File: src/rtl/core/tlfd_pkg.sv
// Shared types and constants of the type-length frame deframer.
`default_nettype none
package tlfd_pkg;

   localparam int unsigned BYTE_W = 8;
   localparam int unsigned LEN_W  = 24;

   // header bytes before the payload: one type byte, three length bytes
   localparam logic [2:0] HDR_BYTES = 3'd4;

   localparam logic [LEN_W-1:0] MAX_PAYLOAD_RESET = 24'd4096;

   typedef struct packed {
      logic              valid;
      logic [BYTE_W-1:0] data;
   } in_word_type;

   typedef struct packed {
      logic [LEN_W-1:0]  offset;
      logic              last;
      logic              has_data;
      logic [BYTE_W-1:0] data;
      logic [LEN_W-1:0]  length;
      logic [BYTE_W-1:0] kind;
   } rsp_word_type;

endpackage
`default_nettype wire

File: src/rtl/core/tlfd_in_stage.sv
// Input register of the deframer: holds one incoming stream word.
`default_nettype none
module tlfd_in_stage (
   input  wire logic                clock,
   input  wire logic                reset,
   input  wire logic                req_tvalid,
   output logic                     req_tready,
   input  wire logic [7:0]          req_tdata,
   input  wire logic                take,
   output tlfd_pkg::in_word_type    in_word
);
   import tlfd_pkg::*;

   logic              valid_ff, valid_in;
   logic [BYTE_W-1:0] data_ff;
   logic              accept;

   assign req_tready = !valid_ff || take;
   assign accept     = req_tvalid && req_tready;

   always_comb begin
      valid_in = valid_ff;
      if (accept) begin
         valid_in = 1'b1;
      end else if (take) begin
         valid_in = 1'b0;
      end
   end

   always_ff @(posedge clock) begin
      if (reset) begin
         valid_ff <= 1'b0;
      end else begin
         valid_ff <= valid_in;
      end
   end

   always_ff @(posedge clock) begin
      if (accept) begin
         data_ff <= req_tdata;
      end
   end

   assign in_word.valid = valid_ff;
   assign in_word.data  = data_ff;

endmodule
`default_nettype wire

File: src/rtl/core/tlfd_parse.sv
// Header/payload parser with the result register.
`default_nettype none
module tlfd_parse (
   input  wire logic                  clock,
   input  wire logic                  reset,
   input  wire tlfd_pkg::in_word_type in_word,
   input  wire logic [23:0]           max_payload,
   output logic                       take,
   input  wire logic                  rsp_tready,
   output logic                       rsp_valid,
   output tlfd_pkg::rsp_word_type     rsp_word
);
   import tlfd_pkg::*;

   localparam logic [2:0] HC_KIND = 3'd0;
   localparam logic [2:0] HC_LEN0 = 3'd1;
   localparam logic [2:0] HC_LEN1 = 3'd2;
   localparam logic [2:0] HC_LEN2 = 3'd3;

   logic [2:0]        hc_ff, hc_in;
   logic [BYTE_W-1:0] kind_ff, kind_in;
   logic [LEN_W-1:0]  len_ff, len_in;
   logic [LEN_W-1:0]  pc_ff, pc_in;
   logic              rsp_valid_ff, rsp_valid_in;
   rsp_word_type      rsp_ff, res;

   logic              adv, emit, fin;
   logic [LEN_W-1:0]  full_len, off_inc;
   logic [BYTE_W-1:0] b;

   assign take = !rsp_valid_ff || rsp_tready;
   assign adv  = in_word.valid && take;
   assign b    = in_word.data;

   assign full_len = {b, len_ff[15:0]};
   assign off_inc  = pc_ff + 24'd1;
   assign fin      = (off_inc == len_ff) || (pc_ff >= len_ff);

   always_comb begin
      hc_in   = hc_ff;
      kind_in = kind_ff;
      len_in  = len_ff;
      pc_in   = pc_ff;
      emit    = 1'b0;
      res     = '0;
      if (hc_ff < HDR_BYTES) begin
         case (hc_ff)
            HC_KIND: begin
               kind_in = b;
               len_in  = '0;
            end
            HC_LEN0: len_in = {len_ff[23:8], b};
            HC_LEN1: len_in = {len_ff[23:16], b, len_ff[7:0]};
            HC_LEN2: len_in = full_len;
            default: ;
         endcase
         hc_in = hc_ff + 3'd1;
         if (hc_ff == HC_LEN2) begin
            pc_in = '0;
            if (full_len > max_payload) begin
               // oversized: drop header, resync on next byte
               hc_in = HC_KIND;
            end else if (full_len == '0) begin
               hc_in        = HC_KIND;
               emit         = 1'b1;
               res.kind     = kind_ff;
               res.length   = '0;
               res.last     = 1'b1;
            end
         end
      end else begin
         // payload (unused counter codes behave the same)
         emit         = 1'b1;
         res.kind     = kind_ff;
         res.length   = len_ff;
         res.data     = b;
         res.has_data = 1'b1;
         res.offset   = pc_ff;
         res.last     = fin;
         if (fin) begin
            hc_in = HC_KIND;
            pc_in = '0;
         end else begin
            pc_in = off_inc;
         end
      end
   end

   always_comb begin
      rsp_valid_in = rsp_valid_ff;
      if (take) begin
         rsp_valid_in = adv && emit;
      end
   end

   always_ff @(posedge clock) begin
      if (reset) begin
         hc_ff        <= HC_KIND;
         kind_ff      <= '0;
         len_ff       <= '0;
         pc_ff        <= '0;
         rsp_valid_ff <= 1'b0;
      end else begin
         if (adv) begin
            hc_ff   <= hc_in;
            kind_ff <= kind_in;
            len_ff  <= len_in;
            pc_ff   <= pc_in;
         end
         rsp_valid_ff <= rsp_valid_in;
      end
   end

   always_ff @(posedge clock) begin
      if (adv && emit) begin
         rsp_ff <= res;
      end
   end

   assign rsp_valid = rsp_valid_ff;
   assign rsp_word  = rsp_ff;

`ifndef SYNTHESIS
   a_hc_range: assert property (@(posedge clock) disable iff (reset)
      hc_ff <= HDR_BYTES)
      else $error("header counter beyond payload code");

   a_notice_fields: assert property (@(posedge clock) disable iff (reset)
      rsp_valid_ff && !rsp_ff.has_data |->
         rsp_ff.last && rsp_ff.offset == '0 && rsp_ff.data == '0 && rsp_ff.length == '0)
      else $error("zero-length notice with bad fields");

   a_offset_bound: assert property (@(posedge clock) disable iff (reset)
      rsp_valid_ff && rsp_ff.has_data |-> rsp_ff.offset < rsp_ff.length)
      else $error("payload offset not below frame length");

   a_last_offset: assert property (@(posedge clock) disable iff (reset)
      rsp_valid_ff && rsp_ff.has_data && rsp_ff.last |->
         rsp_ff.offset + 24'd1 == rsp_ff.length)
      else $error("last payload word at wrong offset");
`endif

endmodule
`default_nettype wire

File: src/rtl/core/type_length_frame_deframer.sv
// Top level of the type-length frame deframer.
//
//  channel | dir | ports                      | contents
//  req     | in  | req_tvalid/tready/tdata    | tdata[7:0] in_byte
//  rsp     | out | rsp_tvalid/tready/tdata    | tdata: msg_kind, msg_length, data_byte,
//          |     | rsp_tlast, rsp_tuser       |   byte_offset; tlast last; tuser has_data
//  csr     | in  | csr_we, csr_wdata          | max_payload (24 bits)
//
// One word per cycle sustained while rsp_tready is high; a taken word reaches rsp through
// the input register, then the parser into the result register.
// req_tready follows rsp_tready through the result register's free test.
// Header words and dropped headers give no result, except that the last header word of an
// empty frame gives a notice; every payload word gives one.
// Synchronous reset clears the parser state and sets max_payload to 4096.
`default_nettype none
module type_length_frame_deframer (
   input  wire logic        clock,
   input  wire logic        reset,
   input  wire logic        req_tvalid,
   output logic             req_tready,
   input  wire logic [7:0]  req_tdata,   // [7:0] in_byte
   output logic             rsp_tvalid,
   input  wire logic        rsp_tready,
   // [7:0] msg_kind, [31:8] msg_length, [39:32] data_byte, [63:40] byte_offset
   output logic [63:0]      rsp_tdata,
   output logic             rsp_tlast,
   output logic             rsp_tuser,   // [0] has_data
   input  wire logic        csr_we,
   input  wire logic [23:0] csr_wdata
);
   import tlfd_pkg::*;

   logic [LEN_W-1:0] max_ff, max_in;
   in_word_type      in_word;
   rsp_word_type     rsp_word;
   logic             take;

   assign max_in = csr_we ? csr_wdata : max_ff;

   always_ff @(posedge clock) begin
      if (reset) begin
         max_ff <= MAX_PAYLOAD_RESET;
      end else begin
         max_ff <= max_in;
      end
   end

   tlfd_in_stage u_in (
      .clock      (clock),
      .reset      (reset),
      .req_tvalid (req_tvalid),
      .req_tready (req_tready),
      .req_tdata  (req_tdata),
      .take       (take),
      .in_word    (in_word)
   );

   tlfd_parse u_parse (
      .clock       (clock),
      .reset       (reset),
      .in_word     (in_word),
      .max_payload (max_ff),
      .take        (take),
      .rsp_tready  (rsp_tready),
      .rsp_valid   (rsp_tvalid),
      .rsp_word    (rsp_word)
   );

   assign rsp_tdata = {rsp_word.offset, rsp_word.data, rsp_word.length, rsp_word.kind};
   assign rsp_tlast = rsp_word.last;
   assign rsp_tuser = rsp_word.has_data;

endmodule
`default_nettype wire

File: config.mk
export PLATFORM = sky130hd
export DESIGN_NAME = type_length_frame_deframer
export DESIGN_NICKNAME = d
export VERILOG_FILES = /design/src/rtl/core/tlfd_pkg.sv /design/src/rtl/core/tlfd_in_stage.sv /design/src/rtl/core/tlfd_parse.sv /design/src/rtl/core/type_length_frame_deframer.sv
export SDC_FILE = /design/constraint.sdc
export NUM_CORES = 1
export LEC_CHECK = 0
export BUFFER_PORTS_ARGS = -buffer_cell sky130_fd_sc_hd__buf_2
export CAP_MARGIN = 20
export CORE_ASPECT_RATIO = 1.25
export CORE_MARGIN = 3
export CORE_UTILIZATION = 35
export DETAILED_ROUTE_END_ITERATION = 7
export PLACE_DENSITY_LB_ADDON = 0.2
export SLEW_MARGIN = 20
export SYNTH_ARGS = -nofsm -noshare
export SYNTH_HDL_FRONTEND = slang
export SYNTH_SLANG_ARGS = --single-unit
export TNS_END_PERCENT = 50
File: constraint.sdc
create_clock -name clock -period 6.6 [get_ports clock]
set_input_delay 0.99 -clock clock [delete_from_list [all_inputs] [get_ports clock]]
set_output_delay 0.99 -clock clock [all_outputs]
set_load 0.03 [all_outputs]
* Word-level counts from Yosys, hierarchy flattened *
Cells that the tools add are included.
W data, S select, Z words.

storage, ports and cells
  register bits after elaboration = 159
  bits in latches = 0
  memory bits (writable) = 0
  memory bits (read-only) = 0
  input bits = 37
  output and inout port bits = 68
  word-level logic and storage cells = 71
  memories = 0

operators by class
  add/subtract/negate cells = 2
  $mul = 0
  divide/modulo/power cells = 0
  $lt $le $gt $ge = 3
  equal/unequal tests = 5
  shifts and indexed selects = 0
  multiplexer cells = 21
  bitwise operators = 3
  reductions and logical operators = 21

operators by type and width
  kind                     number
  $mux W32                 3
  $pmux W24 S4             1
  $mux W24                 3
  $add A24 B1 Y24 const B  1
  $eq A24 B24 Y1           1
  $ge A24 B24 Y1           1
  $gt A24 B24 Y1           1
  $logic_not A24 Y1        1
  $mux W3                  5
  $reduce_and A5 Y1        3
  $reduce_bool A2 Y1       5
  $mux W9                  1
  $mux W8                  1
  $mux W1                  7
  $eq A3 B2 Y1 const B     2
  $reduce_and A2 Y1        2
  $add A3 B1 Y3 const B    1
  $eq A3 B1 Y1 const B     1
  $logic_and A1 B1 Y1      3
  $logic_not A3 Y1         1
  $logic_or A1 B1 Y1       3
  $lt A3 B3 Y1 const B     1
  $not A1 Y1               3
  $reduce_and A3 Y1        1
  other kinds (2)          3

* Logic depth before layout (Yosys ltp) *
Gate-level depths: netlist of run 1.

  depth after elaboration = 6
  gate-level depth with buffers = 11

* Modules after synthesis *
Synthesis of run 1 repeated with hierarchy kept, for this count alone.

unflattened totals
  cells, all modules = 895
  area, all modules = 8,466.9 µm²

by module, submodules not included
  module                      instances  cells each  area an instance (µm²)  seq. area each (µm²)
  tlfd_parse                  1          804         7,292.0                 3,183.1
  type_length_frame_deframer  1          77          872.1                   480.5
  tlfd_in_stage               1          14          302.8                   260.2

* Worst setup path before layout of run 1 *
OpenSTA, ideal clock, no wires.

  path kind = register -> register
  start point = register u_parse.hc_ff[2]
  end point = register u_parse.rsp_ff, in the netlist u_parse.rsp_word[0], enable pin
  library setup time = 491 ps
  arrival time = 4,807 ps
  setup slack = 1,302 ps
  stages on the path, launching flop included = 11
  path buffers = 1
  period minus slack after synthesis = 5,298 ps
  cells stage by stage = dfxtp_1 > clkinv_1 > clkbuf_1 > ha_1 > nor4b_1 > nand2_1 > nor4_1 > a41oi_1 > a31oi_1 > o31ai_1 > nor2_1

on the way
  longest elaborated chain between the ends = 4
  elaborated cells between the ends (all ways) = 5
  those cells by class = 1 x order compare; 1 x eq/ne; 2 x mux; 1 x reduce/logical

ends and longest elaborated chain
  what                                                  RTL line           RTL
  start: declaration                                    tlfd_parse.sv:20   logic [2:0] hc_ff, hc_in;
  start signal: assignment                              tlfd_parse.sv:105  hc_ff <= hc_in;
  branches (longest 2 deep; another with $lt A3 B3 Y1)  -
  $mux W1 *                                             tlfd_parse.sv:46   if (hc_ff < HDR_BYTES) begin
  $logic_and A1 B1 Y1 *                                 tlfd_parse.sv:115  if (adv && emit) begin
  end signal: assignment                                tlfd_parse.sv:116  rsp_ff <= res;
  end: declaration                                      tlfd_parse.sv:25   rsp_word_type rsp_ff, res;

Every way passes the cells marked *.
A chain may end at the register's enable or synchronous reset.

* Worst setup path after layout of run 1 *
  start point = register u_parse.hc_ff[2]
  end point = register u_parse.rsp_ff, in the netlist u_parse.rsp_word[9], enable pin

The elaborated chain is that of the path after synthesis.

==> results of run 1 <==
## area by class of cell
class	instances	area, um2	share of cell area [%]
timing repair buffer	109	558	5.86
multi-input combinational	568	3800	39.9
sequential	159	3930	41.2
clock inverter	15	190	2.00
inverter	72	270	2.84
tap	283	354	3.72
clock buffer	17	425	4.47
## registers in the layout (all words and copies together) (netlist names)
name / count
u_parse.rsp_valid: 1
u_parse.rsp_word: 66
u_parse.len_ff: 24
max_ff: 24
u_parse.pc_ff: 24
u_parse.kind_ff: 8
u_parse.hc_ff: 3
u_in.data_ff: 8
u_in.valid_ff: 1
## cells by family after synthesis
| kind of cell | count (synthesis) |
|---|---|
| and+or+nand+nor | 297 |
| AOI/OAI and AO/OA | 160 |
| DFF | 159 |
| buffers and inverters | 113 |
| adders and majority gates | 55 |
| xor gates and xnor gates | 33 |
| muxes | 23 |
## cells in the mapped netlist, drive strengths merged (3+ instances only)
cell type / n / share of area [%]
o41ai: 5 / 0.54
nor4: 10 / 1.0
nand3b: 3 / 0.28
nand2: 54 / 2.5
xor2: 16 / 1.7
xnor2: 17 / 1.8
nand3: 27 / 1.7
buf: 11 / 0.75
inv: 71 / 3.3
o32ai: 7 / 0.75
nand4: 21 / 1.8
mux2i: 23 / 2.8
a22oi: 18 / 1.7
a31oi: 5 / 0.57
and2: 30 / 2.3
o2111ai: 4 / 0.43
clkbuf: 30 / 1.4
o21ai: 27 / 1.7
and3: 8 / 0.61
ha: 55 / 8.4
nor3: 10 / 0.61
edfxtp: 74 / 27
or3: 3 / 0.23
o211ai: 3 / 0.28
o311a: 8 / 0.98
dfxtp: 85 / 21
a211oi: 4 / 0.37
nand2b: 6 / 0.46
o31ai: 8 / 0.74
nor2: 114 / 5.2
a2111oi: 3 / 0.32
nor2b: 3 / 0.23
a21o: 12 / 1.1
a21oi: 36 / 2.2
## power groups by stage
stage	clock network [uW]	registers, uW	logic (uW)
2_1_floorplan	0	1070	69.4
3_3_place_gp	0	1080	98.1
3_5_place_dp	0	1080	99.2
4_1_cts	1060	1060	99.8
5_1_grt	1100	1060	113
6_report	1030	1060	98.9
## per-stage QoR
step                      utilization [%]  total power [uW]  worst slack (ns)  instances  hold WS [ns]
after floorplan                         -              1140              1.30        840         0.436
after global placement               39.4              1180              2.44       1191         0.444
after detailed placement             39.4              1180              2.42       1191         0.448
after CTS                            42.2              2210              2.40       1223         0.458
after global routing                 42.2              2270              2.38       1223         0.477
final                                42.2              2190              2.70       1223         0.459
## metal layers
| layer | vias up | global-route usage, % |
|---|---|---|
| li1 | 3178 | - |
| met1 | 3093 | 21.4 |
| met2 | 198 | 31.0 |
| met3 | 57 | 3.89 |
| met4 | 0 | 9.51 |
| met5 | - | 0 |
## cell usage in the layout, fill, tap and decap left out, types with 30 or more instances in the layout
cell      instances
ha_1             55
inv_1            71
dfxtp_1          84
nand2_1          54
a21oi_1          36
buf_2           104
and2_1           30
nor2_1          113
edfxtp_1         74
## critical path: cells and delay by family (launching register included)
kind                       cells  cell delay [ns]
and+or+nand+nor                4             1.13
AOI/OAI and AO/OA              3             0.50
adders and majority gates      1             0.29
DFF                            1             0.51
buffers and inverters          3             1.04
## final timing paths
kind,endpoint,slack [ns],cells past startpoint
max,u_parse.rsp_word[9],2.70,11
min,u_parse.kind_ff[7],0.46,2
max reg2reg,u_parse.rsp_word[9],2.70,11
min reg2reg,u_parse.kind_ff[7],0.46,2
==> flow_metrics.py, run 1 <==
metrics = {
    "outcome": {
        "status": "finished clean",
    },
    "floorplan": {
        "die_area_um2": 25200,
        "io_pins": 105,
        "rows": 61,
        "start_util_pct": 36.1,
        "core_area_um2": 22600,
        "die-width_um": 143,
        "dieHeight_um": 177,
    },
    "synth": {
        "yosys_warnings": 0,
        "synthMuxAreaShare_pct": 2.82,
        "synth_seq_area_share_pct": 48.1,
        "synthesis.nets": 932,
        "async_flop_share_pct": 0,
        "synth_top_family_by_area": "simple AND/OR/NAND/NOR gates",
        "ys_ff_latch": 159,
        "synth_cell_types": 65,
        "synth_compound_area_share_pct": 13.8,
        "synth_xor_area_share_pct": 3.54,
        "synth-simple-area-share_pct": 17.9,
        "synth_area_um2": 8160,
        "synth_fa_ha_area_share_pct": 8.43,
        "syn_area_per_cell_um2": 9.72,
        "netlist_instances": 840,
        "synth-edff-count": 74,
        "synth_flop_cell": "dfxtp_1",
    },
    "finish": {
        "num_antenna_cells": 0,
        "drive_above_1_share_pct": 16.4,
        "nets": 1019,
        "num-fill-cells": 2215,
        "area_delta_synth_final_pct": 16.7,
        "design_area_um2": 9520,
    },
    "global_routing": {
        "grt_pass1_wl_mm": 35.2,
        "grt_max_degree": 67,
        "antenna_found_initial": 0,
        "grt_pass1_vias": 6365,
        "grtUsageTotal_pct": 18.2,
        "overflow": 0,
    },
    "detailed_routing": {
        "ant_nets": 0,
        "vias_per_cell": 5.34,
        "wirelength_mm": 22.9,
        "drt-wirelength-per-cell_um": 18.7,
        "met3WireLength_mm": 1.08,
        "wl_met1_mm": 9.45,
        "drc": 0,
        "wl_met2_mm": 11.3,
        "drt_iter0_drc": 517,
        "first_pass_iters": 5,
        "highest_layer": "met4",
        "vias": 6526,
    },
    "power_and_ir_drop": {
        "p_switching_uw": 533,
        "p_int_uw": 1660,
        "pwr-share-seq_pct": 48.3,
        "p_clk_share_pct": 47.2,
        "p_comb_share_pct": 4.5,
        "p_leak_uw": 0.00345,
        "powerDensity_nw_per_um2": 230,
        "sw_frac_of_total_pct": 24.3,
        "ir_worst_vdd_mv": 0.186,
    },
    "clock_network": {
        "post_cts_buffers": 0,
        "htreeDepth": 4,
        "cts.sinks": 159,
        "cts_tree": "done",
        "cts_made_buffers": 17,
        "clk_latency_ns": 0.43,
        "clk_pin_slew_ns": 0.07,
        "cts.path.max_buffers": 2,
        "cts_hold_buffers": 0,
        "post_cts_resize_count": 0,
        "root_buffer": "clkbuf_16",
    },
    "placement": {
        "placed_area_um2": 8910,
        "io_buffers": 104,
        "dp_hpwl_mm": 16.1,
        "routabilityCongestion": 0.916,
    },
    "timing": {
        "clock.fmax_ghz": 0.256,
        "min_period_ns": 3.90,
        "finalSetupTns_ns": 0,
        "fin_skew_ns": 0.00908,
        "timing.final.crit_share_pct": 59.2,
        "final_max_slew_viol_count": 0,
        "slew_headroom_pct": 43.5,
        "worstMarginPinSlew_ns": 0.846,
        "final-setup-viol-count": 0,
        "timing.final.hold_violations": 0,
        "grt_setup_unrepaired": "false",
    },
    "setup_path": {
        "critPathSlowestCell": "nor2_4",
        "startpoint": "u_parse.hc_ff[2]",
        "critical_path_class": "reg2reg",
        "cp.required_ns": 6.67,
        "path_cells": "clkinv_1 > ha_1 > nor4b_1 > nand2_1 > nor4_1 > a41oi_1 > a31oi_1 > o31ai_1 > buf_4 > nor2_4 > buf_4",
        "worst_path_largest_cell_delay_ns": 0.63,
        "worstPathMaxFanout": 39,
        "path_common_cell": "buf_4",
        "critPathCaptureType": "flip-flop",
        "arrival_ns": 3.97,
        "cp-start-kind": "flip-flop",
        "r2r_start": "u_parse.hc_ff[2]",
    },
    "job": {
        "maxCapViolations": 0,
    },
    "min_path": {
        "hold_start": "u_parse.kind_ff[7]",
        "hp-class": "reg2reg",
    },
}
(Power assumes the default switching activity.)
==> run 2, diff against run 1 <==
--- a/config.mk
+++ b/config.mk
@@ -5,6 +5,7 @@
 export SDC_FILE = /design/constraint.sdc
 export NUM_CORES = 1
 export LEC_CHECK = 0
+export ABC_AREA = 1
 export BUFFER_PORTS_ARGS = -buffer_cell sky130_fd_sc_hd__buf_2
 export CAP_MARGIN = 20
 export CORE_ASPECT_RATIO = 1.25
==> constraint.sdc (replaced) <==
create_clock -name clock -period 3.2 [get_ports clock]
set_input_delay 0.48 -clock clock [delete_from_list [all_inputs] [get_ports clock]]
set_output_delay 0.48 -clock clock [all_outputs]
set_load 0.03 [all_outputs]
==> run 2 against run 1 <==
  * Sequential cell count stayed put
  * Clock power is 99% higher
  * Total power is 120% higher
  * Final cell count is 24% higher
  * Critical path depth stayed put
  * First-iteration DRC count is 7.5% higher
  * Sequential share of layout area is 2.9 points lower
  * Fmax is 38% higher
  * Sequential power is 110% higher
  * Die area is 5.8% higher
  * Critical endpoint is now u_parse.rsp_word[46]
  * Highest routed layer unchanged
  * Global-route usage is 0.10 points higher
  * Synthesized cell count is 27% higher
==> flow_metrics.py, run 2 <==
metrics = {
    "synth": {
        "synthesis.nets": 1158,
        "netlist_instances": 1066,
        "synth_flop_cell": "dfxtp_1",
        "synth_area_leaders": "edfxtp_1 26%, dfxtp_1 20%, nand2_1 12%",
        "ys_ff_latch": 159,
        "yosys_warnings": 0,
        "synth_seq_area_share_pct": 45.3,
        "synth-edff-count": 74,
        "yosys-top-cells-count": "267 x nand2_1, 165 x inv_1, 102 x a21oi_1",
        "yosysMostFrequentCell": "nand2_1",
        "synth_top_area_share_pct": 25.7,
        "synth_cell_types": 45,
        "synth_area_um2": 8650,
        "async_flop_share_pct": 0,
        "syn_area_per_cell_um2": 8.12,
        "yosysTopAreaCell": "edfxtp_1",
    },
    "clock_network": {
        "cts_made_buffers": 17,
        "cts_tree": "done",
        "post_cts_resize_count": 0,
        "clk_latency_ns": 0.45,
        "htreeDepth": 4,
        "root_buffer": "clkbuf_16",
        "cts.sinks": 159,
        "clk_pin_slew_ns": 0.07,
        "cts_hold_buffers": 0,
        "cts.path.max_buffers": 2,
    },
    "global_routing": {
        "grt_max_degree": 61,
        "grt_pass1_vias": 7007,
        "overflow": 0,
        "antenna_found_initial": 0,
        "grtUsageTotal_pct": 18.3,
        "grt_pass1_wl_mm": 38.1,
    },
    "timing": {
        "grt_setup_unrepaired": "false",
        "clock.fmax_ghz": 0.354,
        "layout_setup_ws_ns": 0.379,
        "timing.final.hold_violations": 0,
        "final_max_slew_viol_count": 0,
        "finalSetupTns_ns": 0,
        "timing.final.crit_share_pct": 88.2,
        "fin_skew_ns": 0.0135,
        "final-setup-viol-count": 0,
        "slew_headroom_pct": 42.6,
        "worstMarginPinSlew_ns": 0.860,
        "min_period_ns": 2.82,
    },
    "finish": {
        "nets": 1275,
        "drive_above_1_share_pct": 18.6,
        "largest_reg_flops": 66,
        "final_core_util_pct": 42.6,
        "area_delta_synth_final_pct": 18.3,
        "num_antenna_cells": 0,
        "num-fill-cells": 2453,
        "final_common_cell": "nand2_1",
        "final_cell_mix": "267 x nand2_1, 164 x inv_1, 104 x buf_2, 102 x a21oi_1, 84 x dfxtp_1",
        "multi_input_area_um2": 3930,
        "seqCellArea_um2": 3930,
    },
    "detailed_routing": {
        "drt_iter0_drc": 556,
        "highest_layer": "met4",
        "met3WireLength_um": 918,
        "vias_per_cell": 4.76,
        "vias": 7246,
        "first_pass_iters": 5,
        "wirelength_mm": 24.0,
        "drt-wirelength-per-cell_um": 15.8,
        "wl_met1_mm": 10.7,
        "drc": 0,
        "wl_met2_mm": 12.0,
        "ant_nets": 0,
    },
    "floorplan": {
        "io_pins": 105,
        "start_util_pct": 36.0,
        "core_area_um2": 24000,
        "rows": 63,
        "die_area_um2": 26700,
        "die-width_um": 147,
        "dieHeight_um": 182,
    },
    "setup_path": {
        "cp.required_ns": 3.33,
        "arrival_ns": 2.95,
        "cp-start-kind": "flip-flop",
        "critPathCaptureType": "flip-flop",
        "worstPathMaxFanout": 36,
        "critical_path_class": "reg2reg",
    },
    "power_and_ir_drop": {
        "p_leak_uw": 0.00442,
        "powerDensity_nw_per_um2": 460,
        "ir_worst_vdd_mv": 0.396,
    },
    "placement": {
        "dp_hpwl_mm": 17.8,
        "dpl_worst_slack_ns": 0.188,
        "io_buffers": 104,
        "routabilityCongestion": 0.885,
    },
    "job": {
        "maxCapViolations": 0,
    },
    "outcome": {
        "status": "finished clean",
    },
    "min_path": {
        "hp-class": "in2reg",
    },
}
-- run 2: cells by family (layout without fill, tap and decap cells) --
family | after synthesis | after routing | synth area share, %
xor+xnor | 4 | 4 | 0.564
fa+ha+maj | 55 | 55 | 7.95
buf+inv | 202 | 332 | 9.25
compound gates | 171 | 171 | 11.1
flops | 159 | 159 | 45.3
simple gates | 475 | 475 | 25.8
-- run 2: path summary, 6_finish.rpt --
kind	start	end	cells past startpoint	slack (ns)
hold / removal	req_tdata[4]	u_in.data_ff[4]	1	0.23
setup / recovery	u_in.data_ff[7]	u_parse.rsp_word[46]	11	0.38
hold reg to reg	u_parse.kind_ff[7]	u_parse.kind_ff[7]	2	0.46
setup reg to reg	u_in.data_ff[7]	u_parse.rsp_word[46]	11	0.38
-- run 2: per-layer routing --
| metal | track usage, % | vias to the layer above |
|---|---|---|
| met1 | 22.7 | 3302 |
| met3 | 3.10 | 25 |
| met5 | 0 | - |
| li1 | - | 3742 |
| met2 | 32.4 | 177 |
| met4 | 5.99 | 0 |
-- run 2: critical path, cell delays in order, from the launching register on --
cell        delay, ns
edfxtp_1         0.52
ha_1             0.35
nand2_1          0.06
inv_1            0.07
nand4_1          0.14
nor4b_1          0.39
nand3_1          0.17
a21o_1           0.22
nand2_1          0.08
nand2_1          0.10
clkinvlp_4       0.14
buf_12           0.22
-- run 2: power by group --
part	switching, uW	internal, uW	leakage [uW]	total [uW]
combinational	303	141	0.00280	444
clock	999	1050	0.000287	2050
sequential	37.7	2180	0.00134	2220
-- run 2: repair_timing --
action,CTS,global route
buffers inserted,0,1
setup endpoints to repair,0,55
hold endpoints to repair,0,0
-- run 2: layout make-up --
cell class | instances | share of cell area [%]
multi-input cells | 705 | 38.4
flip-flops and latches | 159 | 38.3
repair buffers | 131 | 7.31
inverters | 169 | 6.23
clock buffers | 17 | 4.16
well taps | 325 | 3.97
clock inverters | 15 | 1.61
-- run 2: through the flow --
stage	cells	power [uW]	instance area (um2)	hold slack [ns]
after global routing	1521	4910	10200	0.208
after floorplan	1066	2550	8660	0.403
after global placement	1488	2710	9640	0.443
after CTS	1520	4770	10200	0.205
final	1521	4710	10200	0.227
after detailed placement	1488	2710	9640	0.451
==> run 3, diff against run 2 <==
--- a/config.mk
+++ b/config.mk
@@ -6,12 +6,12 @@
 export NUM_CORES = 1
 export LEC_CHECK = 0
 export ABC_AREA = 1
-export BUFFER_PORTS_ARGS = -buffer_cell sky130_fd_sc_hd__buf_2
 export CAP_MARGIN = 20
 export CORE_ASPECT_RATIO = 1.25
 export CORE_MARGIN = 3
 export CORE_UTILIZATION = 35
 export DETAILED_ROUTE_END_ITERATION = 7
+export DONT_BUFFER_PORTS = 1
 export PLACE_DENSITY_LB_ADDON = 0.2
 export SLEW_MARGIN = 20
 export SYNTH_ARGS = -nofsm -noshare
==> run 3 against run 2 <==
  * Combinational power decreased by 18%
  * Fmax increased by 0.55%
  * Cell area down 5.1%
  * Largest power group unchanged
  * Critical path depth is the same
  * Worst hold slack worse by 0.13 ns
  * Non-clock buffer count is 107 lower
  * Critical endpoint is now u_parse.rsp_word[13]
  * Via count down 5.1%
  * Routed wire length is 2.3% higher
  * Sequential share of layout area increased by 2.1 points
  * Utilization shrank 2.2 points
==> flow_metrics.py, run 3 (synthesized netlist as in run 2, its figures left out) <==
metrics = {
    "clock_network": {
        "cts_made_buffers": 17,
        "root_buffer": "clkbuf_16",
        "post_cts_resize_count": 0,
        "cts_tree": "done",
        "post_cts_buffers": 0,
        "htreeDepth": 4,
        "clk_latency_ns": 0.45,
        "cts.sinks": 159,
        "cts_hold_buffers": 0,
        "cts.path.max_buffers": 2,
        "clk_pin_slew_ns": 0.07,
    },
    "setup_path": {
        "arrival_ns": 2.92,
        "cp.required_ns": 3.31,
        "r2r_start": "u_in.data_ff[7]",
        "worstPathMaxFanout": 48,
        "reg2regPathDepth": 11,
        "cp-start-kind": "flip-flop",
        "critPathCaptureType": "flip-flop",
        "r2r_setup_slack_ns": 0.39,
        "r2r-end": "u_parse.rsp_word[13]",
        "critical_path_class": "reg2reg",
    },
    "floorplan": {
        "core_area_um2": 24000,
        "io_pins": 105,
        "start_util_pct": 36.0,
        "die_area_um2": 26700,
        "die-width_um": 147,
        "dieHeight_um": 182,
        "rows": 63,
    },
    "outcome": {
        "status": "finished clean",
    },
    "detailed_routing": {
        "first_pass_iters": 5,
        "drt-wirelength-per-cell_um": 17.3,
        "vias_per_cell": 4.86,
        "vias": 6873,
        "wirelength_mm": 24.5,
        "ant_nets": 0,
        "drt_iter0_drc": 484,
        "drc": 0,
    },
    "timing": {
        "finalSetupTns_ns": 0,
        "slew_headroom_pct": 39.1,
        "final_max_slew_viol_count": 0,
        "worst_hold_slack_ns": 0.0983,
        "worstMarginPinSlew_ns": 0.913,
        "timing.final.crit_share_pct": 87.7,
        "layout_setup_ws_ns": 0.394,
        "clock.fmax_ghz": 0.356,
        "grt_setup_unrepaired": "false",
        "timing.final.hold_violations": 0,
        "min_period_ns": 2.81,
        "fin_skew_ns": 0.0133,
        "final-setup-viol-count": 0,
    },
    "placement": {
        "io_buffers": 0,
        "routabilityCongestion": 0.890,
        "dpl_worst_slack_ns": 0.413,
        "dp_hpwl_mm": 17.8,
    },
    "min_path": {
        "holdPathEnd": "u_parse.len_ff[5]",
        "hold_depth": 1,
        "hold_start": "reset",
        "hp-class": "in2reg",
    },
    "finish": {
        "nets": 1168,
        "final_cell_mix": "267 x nand2_1, 164 x inv_1, 102 x a21oi_1, 84 x dfxtp_1, 74 x edfxtp_1",
        "seqCellArea_um2": 3930,
        "drive_above_1_share_pct": 10.5,
        "final_core_util_pct": 40.4,
        "multi_input_area_um2": 3930,
        "num-fill-cells": 2485,
        "area_delta_synth_final_pct": 12.2,
        "largest_reg_flops": 66,
        "num_antenna_cells": 0,
        "final_common_cell": "nand2_1",
    },
    "power_and_ir_drop": {
        "p_total_uw": 4830,
        "p_leak_uw": 0.00404,
        "powerDensity_nw_per_um2": 497,
        "ir_worst_vdd_mv": 0.372,
    },
    "global_routing": {
        "grt_pass1_vias": 6942,
        "grt_pass1_wl_mm": 38.9,
        "overflow": 0,
        "antenna_found_initial": 0,
        "grtUsageTotal_pct": 18.9,
        "grt_max_degree": 60,
    },
    "job": {
        "maxCapViolations": 0,
    },
}
-- run 3: cell types whose count changed in the layout (fill, tap and decap cells not counted) --
cell / change
bufinv_16: +3
buf_2: -104
inv_6: +3
inv_8: -3
clkinv_4: -1
buf_4: -2
clkinv_8: -3
clkinv_1: +1
buf_12: -1
-- run 3: power by group --
part           switching, uW  total [uW]  internal [uW]
combinational            247         364            116
clock                    952        2210           1260
sequential              71.0        2250           2180
-- run 3: worst max-delay path by stage --
stage                       start                   end  slack (ns)
2_1_floorplan     u_in.data_ff[3]   u_parse.rsp_word[0]        0.10
3_3_place_gp   u_parse.len_ff[12]  u_parse.rsp_word[43]        0.59
3_5_place_dp      u_in.data_ff[7]  u_parse.rsp_word[43]        0.41
4_1_cts           u_in.data_ff[7]  u_parse.rsp_word[13]        0.39
5_1_grt           u_in.data_ff[3]  u_parse.rsp_word[42]        0.14
6_report          u_in.data_ff[7]  u_parse.rsp_word[13]        0.39
-- run 3: cell type report --
| cell class | instances | area share (%) |
|---|---|---|
| Clock buffer | 17 | 4.38 |
| Timing Repair Buffer | 24 | 1.98 |
| Multi-Input combinational cell | 705 | 40.5 |
| Inverter | 169 | 6.57 |
| Sequential cell | 159 | 40.4 |
| Tap cell | 325 | 4.19 |
| Clock inverter | 15 | 2.00 |
-- run 3: worst max-delay path: stages (launching register included) --
cell and delay [ns]:
edfxtp_1 0.41, ha_1 0.31, nand2_1 0.07, inv_1 0.07
nand4_1 0.17, nor4b_1 0.43, nand3_1 0.19, a21o_1 0.22
nand2_1 0.07, nand2_1 0.10, clkinvlp_4 0.12, buf_12 0.24
-- run 3: per-stage QoR --
| step | cells | instance area [um2] |
|---|---|---|
| 2_1_floorplan | 1066 | 8660 |
| 3_3_place_gp | 1382 | 9090 |
| 3_5_place_dp | 1382 | 9090 |
| 4_1_cts | 1414 | 9710 |
| 5_1_grt | 1414 | 9710 |
| 6_report | 1414 | 9710 |
-- run 3: routing by layer --
metal	share of wire, %	vias to the layer above	global-route usage, %
met1	41	3146	22.0
met3	5.2	36	4.07
met4	2.7	0	7.76
li1	-	3522	-
met5	0	-	0
met2	51	169	33.5
